--- config.mk ---
export PLATFORM = sky130hd
export DESIGN_NAME = bts_coord
export DESIGN_NICKNAME = d
export VERILOG_FILES = /design/src/design/bts_pkg.sv /design/src/design/bts_coord.sv
export SDC_FILE = /design/constraint.sdc
export NUM_CORES = 1
export LEC_CHECK = 0
export BUFFER_PORTS_ARGS = -buffer_cell sky130_fd_sc_hd__buf_2
export CORE_MARGIN = 2
export CORE_UTILIZATION = 30
export DETAILED_ROUTE_END_ITERATION = 8
export SYNTH_ARGS = -nofsm -noshare
export SYNTH_HDL_FRONTEND = slang
export SYNTH_SLANG_ARGS = --single-unit
--- constraint.sdc ---
create_clock -name clock -period 21.1 [get_ports clock]
set_clock_uncertainty 0.2 [all_clocks]
set_input_delay 3.165 -clock clock [delete_from_list [all_inputs] [get_ports clock]]
set_output_delay 3.165 -clock clock [all_outputs]
set_load 0.05 [all_outputs]
--- src/design/bts_pkg.sv ---
// Shared constants, control type and a size helper for the bilinear texture sampler.
package bts_pkg;

   localparam int DEF_MAX_WIDTH       = 256;
   localparam int DEF_MAX_HEIGHT      = 256;
   localparam int DEF_CHANNEL_BITS    = 16;
   localparam int DEF_COORD_FRAC_BITS = 16;

   localparam int SIZE_BITS  = 9;
   localparam int COORD_BITS = 17;
   localparam int POS_BITS   = 8;
   localparam int PORT_CH    = 16;

   localparam logic [SIZE_BITS-1:0] SIZE_RESET = 9'd256;

   typedef enum logic {
      REG_TEX_WIDTH  = 1'b0,
      REG_TEX_HEIGHT = 1'b1
   } csr_reg_type;

   typedef enum logic {
      FUNC_WRITE  = 1'b0,
      FUNC_SAMPLE = 1'b1
   } func_type;

   typedef struct packed {
      logic valid;
      logic sample;
      logic filt;
   } ctl_type;

   function automatic logic [SIZE_BITS-1:0] eff_size(input logic [SIZE_BITS-1:0] r,
                                                      input int maxv);
      logic [SIZE_BITS-1:0] s;
      if (r == '0) begin
         s = SIZE_BITS'(1);
      end else if (32'(r) > maxv) begin
         s = SIZE_BITS'(maxv);
      end else begin
         s = r;
      end
      return s;
   endfunction

endpackage

--- src/design/bts_coord.sv ---
// Input stage and coordinate mapping: texel index, neighbour and fraction per axis.
module bts_coord #(
   parameter int MAX_WIDTH       = 256,
   parameter int MAX_HEIGHT      = 256,
   parameter int CHANNEL_BITS    = 16,
   parameter int COORD_FRAC_BITS = 16,
   localparam int XW = $clog2(MAX_WIDTH),
   localparam int YW = $clog2(MAX_HEIGHT)
) (
   input  logic                                clock,
   input  logic                                reset,
   input  logic                                start,
   input  logic                                func,
   input  logic [bts_pkg::POS_BITS-1:0]        column,
   input  logic [bts_pkg::POS_BITS-1:0]        row,
   input  logic [bts_pkg::PORT_CH-1:0]         red_in,
   input  logic [bts_pkg::PORT_CH-1:0]         green_in,
   input  logic [bts_pkg::PORT_CH-1:0]         blue_in,
   input  logic [bts_pkg::COORD_BITS-1:0]      coord_s,
   input  logic [bts_pkg::COORD_BITS-1:0]      coord_t,
   input  logic                                filtered,
   input  logic [bts_pkg::SIZE_BITS-1:0]       tex_width,
   input  logic [bts_pkg::SIZE_BITS-1:0]       tex_height,
   output bts_pkg::ctl_type                    ctl,
   output logic [XW-1:0]                       x0,
   output logic [XW-1:0]                       x1,
   output logic [YW-1:0]                       y0,
   output logic [YW-1:0]                       y1,
   output logic [COORD_FRAC_BITS:0]            fx,
   output logic [COORD_FRAC_BITS:0]            fy,
   output logic [3*CHANNEL_BITS-1:0]           wdata,
   output logic                                wr_ok
);
   import bts_pkg::*;

   localparam int F  = COORD_FRAC_BITS;
   localparam int PW = F + SIZE_BITS + 1;
   localparam logic [F:0] ONE = (F+1)'(1) << F;
   localparam logic [CHANNEL_BITS-1:0] CH_MAX = '1;

   logic                  v1_ff;
   logic                  func1_ff, filt1_ff;
   logic [POS_BITS-1:0]   col1_ff, row1_ff;
   logic [PORT_CH-1:0]    r1_ff, g1_ff, b1_ff;
   logic [COORD_BITS-1:0] s1_ff, t1_ff;

   ctl_type                  ctl_ff, ctl_in;
   logic [XW-1:0]            x0_ff, x0_in, x1_ff, x1_in;
   logic [YW-1:0]            y0_ff, y0_in, y1_ff, y1_in;
   logic [F:0]               fx_ff, fx_in, fy_ff, fy_in;
   logic [3*CHANNEL_BITS-1:0] wd_ff, wd_in;
   logic                     ok_ff, ok_in;

   logic [SIZE_BITS-1:0] wsz, hsz, ix, iy, ix1, iy1;
   logic [F:0]           fxm, fym;

   function automatic logic [CHANNEL_BITS-1:0] sat_in(input logic [PORT_CH-1:0] v);
      logic [CHANNEL_BITS-1:0] r;
      if (64'(v) > 64'(CH_MAX)) begin
         r = CH_MAX;
      end else begin
         r = CHANNEL_BITS'(v);
      end
      return r;
   endfunction

   function automatic logic [SIZE_BITS+F:0] map_c(input logic [COORD_BITS-1:0] c,
                                                 input logic [SIZE_BITS-1:0] sz);
      logic [F:0]           cc;
      logic [PW-1:0]        p;
      logic [SIZE_BITS:0]   ip;
      logic [SIZE_BITS-1:0] i;
      logic [F:0]           fr;
      cc = (64'(c) > 64'(ONE)) ? ONE : (F+1)'(c);
      p  = PW'(cc) * PW'(sz);
      ip = (SIZE_BITS+1)'(p >> F);
      if (ip >= {1'b0, sz}) begin
         i = sz - SIZE_BITS'(1);
      end else begin
         i = ip[SIZE_BITS-1:0];
      end
      fr = (F+1)'(p - (PW'(i) << F));
      return {i, fr};
   endfunction

   function automatic logic [SIZE_BITS-1:0] next_i(input logic [SIZE_BITS-1:0] i,
                                                  input logic [SIZE_BITS-1:0] sz);
      logic [SIZE_BITS-1:0] r;
      if (({1'b0, i} + (SIZE_BITS+1)'(1)) < {1'b0, sz}) begin
         r = i + SIZE_BITS'(1);
      end else begin
         r = sz - SIZE_BITS'(1);
      end
      return r;
   endfunction

   always_ff @(posedge clock) begin
      if (reset) begin
         v1_ff <= 1'b0;
      end else begin
         v1_ff <= start;
      end
      func1_ff <= func;
      filt1_ff <= filtered;
      col1_ff  <= column;
      row1_ff  <= row;
      r1_ff    <= red_in;
      g1_ff    <= green_in;
      b1_ff    <= blue_in;
      s1_ff    <= coord_s;
      t1_ff    <= coord_t;
   end

   always_comb begin
      wsz = eff_size(tex_width, MAX_WIDTH);
      hsz = eff_size(tex_height, MAX_HEIGHT);
      {ix, fxm} = map_c(s1_ff, wsz);
      {iy, fym} = map_c(t1_ff, hsz);
      ix1 = next_i(ix, wsz);
      iy1 = next_i(iy, hsz);

      ctl_in.valid  = v1_ff;
      ctl_in.sample = (func1_ff == FUNC_SAMPLE);
      ctl_in.filt   = filt1_ff;
      wd_in = {sat_in(b1_ff), sat_in(g1_ff), sat_in(r1_ff)};
      ok_in = v1_ff && (func1_ff == FUNC_WRITE) && (32'(col1_ff) < MAX_WIDTH)
              && (32'(row1_ff) < MAX_HEIGHT);
      fx_in = fxm;
      fy_in = fym;
      if (func1_ff == FUNC_SAMPLE) begin
         x0_in = XW'(ix);
         x1_in = XW'(ix1);
         y0_in = YW'(iy);
         y1_in = YW'(iy1);
      end else begin
         x0_in = XW'(col1_ff);
         x1_in = XW'(col1_ff);
         y0_in = YW'(row1_ff);
         y1_in = YW'(row1_ff);
      end
   end

   always_ff @(posedge clock) begin
      if (reset) begin
         ctl_ff <= '0;
         ok_ff  <= 1'b0;
      end else begin
         ctl_ff <= ctl_in;
         ok_ff  <= ok_in;
      end
      x0_ff <= x0_in;
      x1_ff <= x1_in;
      y0_ff <= y0_in;
      y1_ff <= y1_in;
      fx_ff <= fx_in;
      fy_ff <= fy_in;
      wd_ff <= wd_in;
   end

   assign ctl   = ctl_ff;
   assign x0    = x0_ff;
   assign x1    = x1_ff;
   assign y0    = y0_ff;
   assign y1    = y1_ff;
   assign fx    = fx_ff;
   assign fy    = fy_ff;
   assign wdata = wd_ff;
   assign wr_ok = ok_ff;

endmodule

### Yosys cells after proc, flatten, opt, wreduce, memory -nomap -nowiden

Cells that the tools add are included.

| word-level totals | value |
|---|---|
| memories kept | 0 |
| input bits | 121 |
| ROM bits | 0 |
| logic and storage cells | 57 |
| bits in writable memories | 0 |
| bits in latches | 0 |
| register bits | 219 |
| output and inout bits | 118 |

| operators by class | value |
|---|---|
| div/mod/pow operators | 0 |
| add/sub/neg operators | 8 |
| $mul | 2 |
| eq/ne operators | 0 |
| $lt $le $gt $ge | 8 |
| muxes and demuxes | 14 |
| shift-type cells | 0 |
| bitwise logic cells | 1 |
| reductions and logical operators | 3 |

Operators by type and width:

| kind | number |
|---|---|
| $mux 9 | 6 |
| $mul 17x9->26 | 2 |
| $mux 8 | 6 |
| $gt 17x17->1 const B | 2 |
| $mux 17 | 2 |
| $sub 17x17->17 | 2 |
| $add 9x1->10 const B | 2 |
| $ge 10x9->1 | 2 |
| $lt 10x9->1 | 2 |
| $gt 9x9->1 const B | 2 |
| $logic_not 9->1 | 2 |
| $sub 9x1->9 const B | 2 |
| $add 8x1->8 const B | 2 |
| $logic_and 1x1->1 | 1 |
| $not 1->1 | 1 |

### Longest topological paths before layout

Gate-level depths: netlist of the first run.

| logic depth | value |
|---|---|
| depth in word-level cells | 10 |
| mapped depth | 49 |
| gate-level depth less buffers | 46 |

### Worst setup path before layout of the first run

OpenSTA, ideal clock, no wires.

| timing | value |
|---|---|
| kind | input to register |
| start point | input tex_width[3] (netlist name) |
| end point | register x1_ff[5] (netlist: x1[5]) |
| required time | 20,778 ps |
| buffers on the path | 3 |
| arrival | 12,615 ps |
| stages | 44 |
| setup slack | 8,163 ps |
| library setup time | 122 ps |
| cell sequence | or4_1 > nor4_1 > nor2_1 > nor2_2 > clkbuf_1 > nand2_1 > fa_1 > inv_1 > fa_1 > inv_1 > fa_1 > fa_1 > inv_1 > ha_1 > a21o_1 > or4_1 > o21ai_2 > o211ai_1 > [... 8 more ...] > buf_2 > buf_2 > nor2_1 > a21oi_1 > ha_1 > inv_1 > nor3_1 > nand2_1 > o21ai_0 > nand3_1 > xor2_1 > ha_1 > a2111oi_0 > a31o_2 > nand2_1 > a21oi_4 > clkinv_1 > o311a_1 |

| between the ends | value |
|---|---|
| longest elaborated chain between the ends | 10 |
| elaborated cells between the ends (all ways) | 13 |
| classes of those cells | add/sub: 3; mul: 1; order compare: 3; mux: 5; reduce/logical: 1 |

RTL lines:

| element | line | source |
|---|---|---|
| start, declared | bts_coord.sv:22 | `input logic [bts_pkg::SIZE_BITS-1:0] tex_width,` |
| $gt 9x9->1 | bts_pkg.sv:37 | `end else if (32'(r) > maxv) begin` |
| $mux 9 | bts_pkg.sv:37 |  |
| $mux 9 * | bts_pkg.sv:35 | `if (r == '0) begin` |
| $mul 17x9->26 | bts_coord.sv:75 | `p = PW'(cc) * PW'(sz);` |
| $ge 10x9->1 | bts_coord.sv:77 | `if (ip >= {1'b0, sz}) begin` |
| $mux 9 | bts_coord.sv:77 |  |
| $add 9x1->10 | bts_coord.sv:89 | `if (({1'b0, i} + (SIZE_BITS+1)'(1)) < {1'b0, sz}) begin` |
| $lt 10x9->1 | bts_coord.sv:89 |  |
| $mux 8 * | bts_coord.sv:89 |  |
| $mux 8 * | bts_coord.sv:130 | `if (func1_ff == FUNC_SAMPLE) begin` |
| via x1_in[5] | bts_coord.sv:48 | `logic [XW-1:0] x0_ff, x0_in, x1_ff, x1_in;` |
| end signal, assigned | bts_coord.sv:152 | `x1_ff <= x1_in;` |
| end, declared | bts_coord.sv:48 |  |

The timed path passes the listed nets; every way through them passes the cells marked *.
A chain may end at the register's enable or synchronous reset.

### Final worst setup path of the first run

Ends and elaborated chain as after synthesis.

==> results of run 1 <==
[worst paths after layout]
check                    start        end  slack (ps)
setup / recovery  tex_width[3]      x1[5]        7290
hold / removal       b1_ff[14]  wdata[46]         120
setup reg to reg     s1_ff[16]      x1[5]        9990
hold reg to reg      b1_ff[14]  wdata[46]         120
[flip-flops by register name, indices dropped and copies added, names as in the netlist, 16 cells and up]
register  flops
b1_ff        16
fx           17
fy           17
g1_ff        16
r1_ff        16
s1_ff        17
t1_ff        17
wdata        48
[cell usage after synthesis (all sizes together) (3+ instances only)]
cell     instances
inv            301
nand2          255
dfxtp          219
fa             212
nor2           176
ha             130
a21oi           72
clkbuf          49
o21ai           48
and2            42
nor2b           37
xnor2           32
mux2i           26
xor2            21
and3            20
nand3           18
nor3            16
a31oi           15
buf             14
a211oi          13
a21o            13
nor4            13
nand4           12
o211ai          11
nand2b           8
and4             7
mux2             7
o21a             7
o31ai            6
or3              6
a31o             5
a41oi            5
clkinv           5
nand3b           5
or2              5
o21bai           4
o41ai            4
a2111oi          3
a22o             3
o221ai           3
o2bb2ai          3
or4              3
[critical path, delay by kind of cell]
family	cells	cell delay (ps)
AOI/OAI and AO/OA	13	3200
xor gates and xnor gates	2	340
adders and majority gates	8	3020
buffers and inverters	7	1060
muxes	1	410
and+or+nand+nor	12	2880
[through the flow]
| step | utilization | std cells |
|---|---|---|
| floorplan | - | 1881 |
| global placement | 0.3371 | 2820 |
| detailed placement | 0.3371 | 2820 |
| CTS | 0.3545 | 2870 |
| global route | 0.3545 | 2870 |
| finish | 0.3547 | 2873 |
[final cells by class]
cell class,instances,share of cell area
multi-input cells,1293,0.5625
well taps,756,0.04748
clock inverters,19,0.01344
diodes,3,0.0003768
repair buffers,246,0.06281
clock buffers,31,0.03567
inverters,306,0.05766
flip-flops and latches,219,0.2201
[power by group through the flow]
stage | sequential, mW | combinational, mW | clock [mW]
2_1_floorplan | 0.665 | 0.412 | 0
3_3_place_gp | 0.510 | 0.768 | 0
3_5_place_dp | 0.511 | 0.774 | 0
4_1_cts | 0.502 | 0.778 | 0.522
5_1_grt | 0.505 | 0.854 | 0.536
6_report | 0.500 | 0.778 | 0.505
[cell families after synthesis]
logic type / synth area share
compound gates: 0.09700
mux: 0.02018
xor+xnor: 0.02733
flops: 0.2581
buf+inv: 0.08264
fa+ha+maj: 0.3456
simple gates: 0.1692
[metal layers]
metal	up-vias	wire length, µm	global-route usage
li1	6437	-	-
met1	6693	20180	0.2094
met2	498	22630	0.2748
met3	132	3313	0.03113
met4	4	2200	0.06899
met5	-	25	0
[cell usage in the layout (no fill, tap or decap), types with 15 or more instances in the layout]
| cell type | n |
|---|---|
| a21oi_1 | 66 |
| a31oi_1 | 15 |
| and2_1 | 39 |
| and3_1 | 19 |
| buf_2 | 238 |
| clkbuf_16 | 27 |
| dfxtp_1 | 219 |
| fa_1 | 212 |
| ha_1 | 130 |
| inv_1 | 295 |
| mux2i_1 | 24 |
| nand2_1 | 255 |
| nand3_1 | 18 |
| nor2_1 | 175 |
| nor2b_1 | 36 |
| nor3_1 | 16 |
| o21ai_0 | 35 |
| xnor2_1 | 32 |
| xor2_1 | 21 |
==> summary.md, run 1 <==
| Metric | Value |
|---|---|
| Die Area | 58540 µm² |
| Nets | 2556 |
| Share of layout cells above drive strength 1 | 0.1618 |
| Final setup fails | 0 |
| Maximum VDD drop | 0.07954 mV |
| CP Max Fanout | 18 |
| Largest cells by area after synthesis | dfxtp_1, fa_1, ha_1 |
| Syn Inst Count | 1881 |
| Synthesized net count | 2344 |
| Clk pwr share | 0.283 |
| Worst Reg-to-Reg Cells | 39 |
| CP endpoint kind | flop |
| YS warnings | 0 |
| Synthesis-to-finish area growth | 17.27% |
| First-pass GRT wire length | 76.78 mm |
| Placed Area | 18940 µm² |
| Slew Limit Fails | 0 |
| Synthesized area | 16990 µm² |
| CTS tree | built |
| Yosys top cell by area | dfxtp_1 |
| Global Route Usage Sum | 0.1649 |
| Row count | 87 |
| Worst hold margin | 122.8 ps |
| Congestion Overflow GR | 0 |
| Measured slew at the worst slew-check pin | 1151 ps |
| Fin Setup TNS | 0 ps |
| Power density cells | 89.48 nW/µm² |
| Initial antenna violation count | 5 |
| Leak | 9.574 nW |
| Drt wl/cell | 16.83 µm |
| H-tree depth | 1 |
| Initial core utilization | 0.3024 |
| Highest cell delay on the worst timing path | 800 ps |
| Fin area | 19920 µm² |
| Post-Place Worst Slack | 6873 ps |
| WS Path Type | input port to flop |
| Synth Register Bits | 219 |
| Period utilisation layout | 0.6544 |
| Ys async rst share | 0 |
| Cell-internal power | 1.016 mW |
| WP data arrival | 14080 ps |
| Maximum number of pins on one net before global-route repair | 31 |
| First-pass DRT Iterations | 5 |
| Seq/Total Area, Yosys | 0.2581 |
| DRT antenna net count | 0 |
| Cts hold-fix bufs | 0 |
| Clock Sink Count | 219 |
| Max-cap violations | 0 |
| CP required | 21370 ps |
| Average size of a mapped cell | 9.031 µm² |
| Core area | 56170 µm² |
| Worst skew pair latency | 570 ps |
| CTS Root Cell | clkbuf_16 |
| CP Launch Type | input port |
| FF/Latch Area | 4384 µm² |
| Final Hold Fails | 0 |
| Max-Slew Margin vs Limit | 0.2309 |
| Fill cells | 5836 |
| Clock buffer depth | 3 |
| P_sw | 0.7670 mW |
| Post-CTS Setup Inserts | 0 |
| Die height | 242.0 µm |
| Final WS setup | 7292 ps |
| Die Wd | 242.0 µm |
| Hpwl dp | 39.43 mm |
| Combinational Power Share | 0.436 |
| Synth Flop Type | dfxtp_1 |
| Vias per cell | 4.791 |
| Post-CTS Resized | 0 |
| Detailed-route DRC error count | 0 |
| Routability Congestion | 0.9050 |
| Tmin final | 13810 ps |
| Via count | 13.76k |
| CP max-delay cell | nor2_2 |
| Fmax | 0.07242 GHz |
| Worst hold path type | flop to flop |
| PortBufs | 238 |
| Clock transition at path regs | 70 ps |
| Hold Path Stages | 0 |
| Vias in the first global route | 14.27k |
| Initial DRC count | 956 |
| Routed wire length | 48.35 mm |
| Sequential Power Share | 0.280 |
| Pwr Total | 1.783 mW |
| RSZ-0062 raised after global routing | no |
| Multi-input logic area | 11210 µm² |
| Post-synth EDFFs | 0 |
| Synth cell types | 88 |
| I/O pins | 239 |
| Top-area cell type share of the netlist area | 0.2581 |
| Run status | finished, final reports clean |
| TritonCTS Buffers | 27 |
| Sw Ratio | 0.4303 |
Power figures use the tool's default switching activity.
==> inputs of run 2 (changes only) <==
==> constraint.sdc (replaced) <==
create_clock -name clock -period 14.2 [get_ports clock]
set_clock_uncertainty 0.2 [all_clocks]
set_input_delay 2.13 -clock clock [delete_from_list [all_inputs] [get_ports clock]]
set_output_delay 2.13 -clock clock [all_outputs]
set_load 0.05 [all_outputs]
==> run 2 against run 1 <==
  * Sequential power grew 48%
  * First-iteration DRC count shrank 13%
  * Non-clock buffer count grew 6
  * Via count shrank 0.71%
  * Sequential share of layout area grew 0.058 points
  * Clock power grew 33%
  * Flip-flop and latch count is the same
  * Largest power group unchanged
  * Clock-buffer cell count grew 1
  * Cell area shrank 0.26%
  * Combinational power grew 48%
  * Die area is the same
  * Critical path depth shrank 1
==> summary.md, run 2 (synthesized netlist as in run 1, its figures left out) <==
| Metric | Value |
|---|---|
| Pwr Total | 2.568 mW |
| Tmin final | 12620 ps |
| CP Max Fanout | 18 |
| Via count | 13.67k |
| I/O pins | 239 |
| Fin area | 19870 µm² |
| H-tree depth | 1 |
| Clock transition at path regs | 60 ps |
| Max-cap violations | 0 |
| DRT antenna net count | 0 |
| Maximum VDD drop | 0.1425 mV |
| Placed Area | 18980 µm² |
| Worst Path Buf+Inv | 6 |
| Maximum number of pins on one net before global-route repair | 31 |
| Worst reg2reg startpoint | t1_ff[11] |
| Core area | 56170 µm² |
| Detailed-route DRC error count | 0 |
| Routed wire length | 47.56 mm |
| Delay-heaviest family, CP | adder cells |
| R2R setup slack | 2960 ps |
| Congestion Overflow GR | 0 |
| Worst hold path type | flop to flop |
| PortBufs | 238 |
| RSZ-0062 raised after global routing | no |
| Max reg flops | 48 |
| CP Capture Point | x1[5] |
| Cts hold-fix bufs | 0 |
| Hpwl dp | 39.22 mm |
| First-pass DRT Iterations | 7 |
| CP Depth | 42 |
| Highest cell delay on the worst timing path | 740 ps |
| CP required | 14460 ps |
| Worst skew pair latency | 570 ps |
| TritonCTS Buffers | 27 |
| Post-CTS Setup Inserts | 0 |
| Vias per cell | 4.748 |
| Nets | 2562 |
| Post-CTS Resized | 0 |
| Synthesis-to-finish area growth | 16.96% |
| Initial DRC count | 830 |
| CP Launch Type | input port |
| Leak | 9.565 nW |
| Initial core utilization | 0.3024 |
| Routability Congestion | 0.8747 |
| Share of layout cells above drive strength 1 | 0.1633 |
| Row count | 87 |
| Worst min-delay path startpoint | g1_ff[10] |
| Die height | 242.0 µm |
| CTS tree | built |
| Critical Path Source | tex_width[3] |
| Worst Reg-to-Reg Cells | 40 |
| Commonest non-fill, non-tap cell in the layout | inv_1 |
| Vias in the first global route | 14.31k |
| RR Endpoint | y1[5] |
| Period utilisation layout | 0.8887 |
| Slew Limit Fails | 0 |
| Clock Sink Count | 219 |
| Fmax | 0.07924 GHz |
| CP endpoint kind | flop |
| Power density cells | 129.2 nW/µm² |
| Initial antenna violation count | 6 |
| Final setup fails | 0 |
| Global Route Usage Sum | 0.1631 |
| Die Wd | 242.0 µm |
| Run status | finished, final reports clean |
| CTS Root Cell | clkbuf_16 |
| Max-Slew Margin vs Limit | 0.3196 |
| Die Area | 58540 µm² |
| WS Path Type | input port to flop |
| First-pass GRT wire length | 76.04 mm |
| WP data arrival | 12880 ps |
| Final Hold Fails | 0 |
| Most frequent cells in the layout | inv_1, nand2_1, buf_2, dfxtp_1, fa_1 |
| Fin Setup TNS | 0 ps |
| Drt wl/cell | 16.53 µm |
| CP max-delay cell | nor2_2 |
| Measured slew at the worst slew-check pin | 1016 ps |
| Clock buffer depth | 3 |
==> run 2: cell count changes in the layout (fill, tap and decap cells not counted), sizes merged <==
cell / before / now
buf: 246 / 252
bufinv: 4 / 1
clkinv: 8 / 12
clkinvlp: 4 / 3
inv: 309 / 307
clkbuf: 31 / 32
==> run 2: per-layer routing <==
metal	track usage	share of wire	vias to the layer above	routed length, µm
met3	0.04265	0.074	101	3516
met1	0.1969	0.41	6681	19550
met5	0	0.00055	-	26
met2	0.2756	0.48	434	22640
met4	0.06736	0.038	4	1831
li1	-	-	6446	-
==> run 2: through the flow <==
stage	instances	util	setup slack (ps)	hold WS [ps]
detailed placement	2826	0.3379	1124	112.1
finish	2878	0.3537	1581	119.3
CTS	2875	0.3536	1675	119.0
global placement	2826	0.3379	1282	109.5
floorplan	1881	-	2298	109.6
global route	2876	0.3536	484.4	124.2
==> run 2: worst min-delay path by stage <==
stage	to	slack (ps)	cells past startpoint
6_report	wdata[26]	120	0
5_1_grt	wdata[26]	120	0
4_1_cts	wdata[26]	120	0
3_5_place_dp	wdata[2]	110	0
3_3_place_gp	wdata[18]	110	0
2_1_floorplan	wdata[0]	110	0
==> run 2: layout make-up <==
cell class | instances | area (µm²)
well taps | 756 | 945.9
flip-flops and latches | 219 | 4384
clock buffers | 32 | 714.4
fillers | 5879 | 36300
diodes | 3 | 7.507
clock inverters | 17 | 166.4
inverters | 306 | 1149
multi-input cells | 1293 | 11210
repair buffers | 252 | 1296
==> run 2: report_power, final <==
group | internal (mW) | leakage [nW] | switching, mW
registers | 0.702 | 1.84 | 0.0377
clock network | 0.385 | 0.426 | 0.289
logic | 0.365 | 7.29 | 0.789
total | 1.45 | 9.56 | 1.12
==> run 2: worst reg2reg max path: cells and delay by family, from the launching register on <==
| family | cells | cell delay (ps) |
|---|---|---|
| flip-flops | 1 | 340 |
| multiplexers | 1 | 80 |
| AND/OR/NAND/NOR | 9 | 2410 |
| XOR/XNOR | 1 | 300 |
| buffers and inverters | 6 | 770 |
| adder cells (fa/ha/maj) | 8 | 3340 |
| AO/OA/AOI/OAI | 15 | 3680 |
